===== config.mk =====
export PLATFORM = sky130hd
export DESIGN_NAME = krtg_ram
export DESIGN_NICKNAME = d
export VERILOG_FILES = /design/src/rtl/core/krtg_ram.sv
export SDC_FILE = /design/constraint.sdc
export NUM_CORES = 2
export LEC_CHECK = 0
export BUFFER_PORTS_ARGS = -buffer_cell sky130_fd_sc_hd__buf_2
export CELL_PAD_IN_SITES_DETAIL_PLACEMENT = 0
export CELL_PAD_IN_SITES_GLOBAL_PLACEMENT = 1
export CORE_UTILIZATION = 52
export DETAILED_ROUTE_END_ITERATION = 16
export PLACE_DENSITY = 0.79
export SLEW_MARGIN = 20
export SYNTH_ARGS = -nofsm -noshare
export SYNTH_HDL_FRONTEND = slang
export SYNTH_SLANG_ARGS = --single-unit

===== constraint.sdc =====
create_clock -name clk -period 3.6 [get_ports clk]
set_clock_uncertainty 0.15 [all_clocks]
set_input_delay 0.36 -clock clk [delete_from_list [all_inputs] [get_ports clk]]
set_output_delay 0.36 -clock clk [all_outputs]
set_load 0.03 [all_outputs]

===== src/rtl/core/krtg_ram.sv =====
module krtg_ram #(
	parameter int WIDTH = 32,
	parameter int DEPTH = 128
) (
	input  logic                     clk,
	input  logic                     we,
	input  logic [$clog2(DEPTH)-1:0] waddr,
	input  logic [WIDTH-1:0]         wdata,
	input  logic [$clog2(DEPTH)-1:0] raddr,
	output logic [WIDTH-1:0]         rdata
);

	logic [WIDTH-1:0] mem_q [DEPTH];

	// One write port and one read port with registered read data.
	always_ff @(posedge clk) begin
		if (we) begin
			mem_q[waddr] <= wdata;
		end
		rdata <= mem_q[raddr];
	end

endmodule


-- Word level (Yosys, flattened, before mapping)
Memories as Yosys holds them, arrays and structs flattened. A register that Yosys moved wholly into a read port is not among the register bits.
Cells that the tools add are included.
- memory bits (writable): 4096
- register bits: 0
- word-level logic and storage cells: 3
- output and inout bits: 32
- memories: 1
- memory list (name ; depth ; width ; rd ports ; clocked after Yosys merged registers in ; wr ports ; line ; text):
    mem_q ; 128 ; 32 ; 1 ; 1 ; 1 ; 13 ; logic [WIDTH-1:0] mem_q [DEPTH];
- multiplexer cells: 2
- operators by type and width (cell ; count):
    two-way mux 1 bit ; 2

-- Depth between registers and ports, before layout
- depth in word-level cells: 2
- mapped depth: 8

-- Worst setup path after synthesis
No wires, ideal clock.
- path kind: input to register
- from: in we
- to: mem mem_q[98][0] (enable)
- library setup time: 0.461 ns
- stages: 3
- data required time: 2.989 ns
- arrival: 3.138 ns
- path slack: -0.149 ns
- cell sequence: clkbuf_1 > nand4_1 > nor3_1
- cells in the longest elaborated chain, start to end: 2
- ends and longest elaborated chain (element ; line ; text):
    from (decl) ; 6 ; input logic we,
    two-way mux 1 bit ; 17 ; if (we) begin
    two-way mux 1 bit (implied by the code) ; 18 ; mem_q[waddr] <= wdata;
    to (decl) ; 13 ;
Every way passes these cells.

==> impl_metrics.env <==
export IMPL_status="finished clean"
export IMPL_synth_top_cell_area_share_pct=78.71
export IMPL_die_y_um=550.2
export IMPL_cp_required_ns=4.25
export IMPL_synthTopCellsByCount="edfxtp_1 (4096), mux4_2 (1344), clkbuf_1 (182), nor2_1 (122), buf_2 (79)"
export IMPL_gp_routability_congestion=0.8417
export IMPL_r2r_setup_slack_ns=0.74
export IMPL_start_kind="register"
export IMPL_period_needed_ns=2.864
export IMPL_power_mw=101.1
export IMPL_worst_slew_margin_rel_pct=21.55
export IMPL_ys_seq_elements=4128
export IMPL_grt_max_degree=114
export IMPL_reg2reg_depth=4
export IMPL_cts_sinks=4128
export IMPL_hold_end="mem_q[40][6]"
export IMPL_slew_viol_final=0
export IMPL_leakage_nw=55.89
export IMPL_first_iter_violations=12280
export IMPL_rsz0062_at_grt="false"
export IMPL_cts_path_max_buffers=4
export IMPL_synth_edf_count=4096
export IMPL_synth_ff_type="edfxtp_1"
export IMPL_post_cts_setup_buffers=0
export IMPL_rows=200
export IMPL_fin_crit_sh_pct=79.55
export IMPL_htreeDepth=5
export IMPL_track_usage_pct=28.26
export IMPL_yosysTopAreaCell="edfxtp_1"
export IMPL_synth_cell_types=17
export IMPL_yosys_warnings=0
export IMPL_drt_pass1_iterations=6
export IMPL_hpwl_mm=233.0
export IMPL_final_hold_viol_count=0
export IMPL_grt_pass1_wl_mm=585.2
export IMPL_antenna_found_initial=67
export IMPL_drtAntennaViolNets=0
export IMPL_cts_repair_resized=0
export IMPL_vias=73690
export IMPL_syn_instance_count=5990
export IMPL_cp_end_kind="register"
export IMPL_path_max_fanout=1
export IMPL_grt_pass1_vias=74040
export IMPL_async_flop_share_pct=0
export IMPL_cts_hold_buffers=32
export IMPL_r2r_start="mem_q[87][4]"
export IMPL_nets=6679
export IMPL_cts_root_buffer="clkbuf_16"
export IMPL_setup_violations_final=0
export IMPL_vias_per_cell=6.716
export IMPL_die_x_um=550.2
export IMPL_pin_count=80
export IMPL_mappedNetlistArea_um2=156300
export IMPL_p_per_area_nw_per_um2=558.1
export IMPL_synth_most_common_cell="edfxtp_1"
export IMPL_synth_area_per_cell_um2=26.09
export IMPL_cts_tree="done"
export IMPL_fin_ws_ns=0.7361
export IMPL_drc_errors=0
export IMPL_crit_type="register to register"
export IMPL_dieArea_um2=302700
export IMPL_fill_cells=19110
export IMPL_overflow=0
export IMPL_syn2layout_area_growth_pct=15.96
export IMPL_tightest_slew_ns=1.177
export IMPL_final_cell_count_no_fill=10970
export IMPL_clkSlewWorstSetupHoldPaths_ns=0.06
export IMPL_ys_seq_area_share_pct=79.12
export IMPL_start_util_pct=52.48
export IMPL_cts_buffers=397
export IMPL_wl_per_cell_um=38.69
export IMPL_pre_cts_slack_ns=-0.1678
export IMPL_cp_arrival_ns=3.51
export IMPL_fmax_mhz=349.2
export IMPL_dp_cells=10140
export IMPL_synth_fp_nets=6038
export IMPL_cap_violations=0
export IMPL_synth_area_leaders="edfxtp_1 (79%), mux4_2 (19%), clkbuf_1 (0.44%), dfxtp_1 (0.41%), nor2_1 (0.29%)"
export IMPL_clock_latency_ns=0.96
export IMPL_totalWireLength_mm=424.5
export IMPL_coreArea_um2=297800
export IMPL_hold_start="wdata[6]"
export IMPL_min_path_cells=1
export IMPL_irDropWorstVdd_mv=0.4451
export IMPL_reg2reg_to="rdata[4]"
export IMPL_place_port_buffers=79
export IMPL_hold_path_class="input port to register"
export IMPL_drive_gt1_share_pct=37.36
per-stage QoR:
stage | instance area [um^2] | setup TNS (ns) | util (%) | hold WS, ns
global placement | 167500 | -0.9673 | 56.26 | 0.6521
detailed placement | 167600 | -1.219 | 56.27 | 0.6606
floorplan | 156300 | -13.11 | - | 0.3089
CTS | 181000 | 0 | 60.79 | 0.01704
finish | 181200 | 0 | 60.86 | 0.02174
global route | 181200 | 0 | 60.85 | 0.01920
sequential cells by signal, indices dropped and copies added, names as in the netlist:
signal and cells:
mem_q 4096, rdata 32
cell usage in the layout (no fill, tap or decap), types with 6 or more instances in the layout:
master         instances
clkinvlp_4            16
dfxtp_1               32
mux4_2              1344
clkbuf_16            400
bufinv_16             51
inv_6                 12
nand2_1               11
nor2_4               119
dlygate4sd3_1         35
clkinv_2              68
edfxtp_1            4096
nor3_4                 6
mux2_2                32
buf_6                  6
buf_2                 41
buf_12               223
diode_2               65
nand3_1                8
clkinv_16              6
nor2b_1                7
clkinv_1              91
clkbuf_1              75
buf_4                249
metal layers:
metal / wire length (um) / track usage [%] / vias to the layer above
met5: 240 / 0 / -
met4: 18480 / 10.87 / 36
met3: 57820 / 8.066 / 831
met2: 202400 / 44.34 / 5697
met1: 145600 / 37.97 / 39360
li1: - / - / 27770
power by group:
group          switching [mW]  internal (mW)  total [mW]  leakage, nW
Clock                    18.0           24.2        42.2         6.38
Sequential              0.180           53.1        53.3         37.1
Combinational            3.48           2.23        5.70         12.4
cell families after synthesis:
kind of cell,share of synthesized area (%)
flip-flops,79.12
multiplexers,19.60
buffers and inverters,0.8391
AND/OR/NAND/NOR,0.4460
area by class of cell:
| type | count | area [um^2] | share of cell area (%) |
|---|---|---|---|
| diodes | 65 | 162.7 | 0.08975 |
| clock buffers | 479 | 10350 | 5.709 |
| clock inverters | 256 | 2788 | 1.538 |
| multi-input cells | 1546 | 32330 | 17.84 |
| flip-flops and latches | 4128 | 123600 | 68.22 |
| well taps | 3939 | 4928 | 2.720 |
| repair buffers | 558 | 7029 | 3.879 |
worst max-delay path by stage:
stage,cells after the start,to,start,slack (ns)
4_1_cts,4,rdata[4],mem_q[87][4],0.70
3_3_place_gp,9,rdata[13],raddr[0],-0.16
2_1_floorplan,3,mem_q[98][0],we,-0.15
3_5_place_dp,9,rdata[13],raddr[0],-0.17
5_1_grt,4,rdata[4],mem_q[82][4],0.74
6_report,4,rdata[4],mem_q[87][4],0.74
worst max-delay path, stage by stage, from the launching register on:
cell and delay [ns]:
edfxtp_1 0.37, mux4_2 0.48, mux4_2 0.65, mux4_2 0.72, mux2_2 0.34
Note: power is estimated with default switching activity, not from simulation.
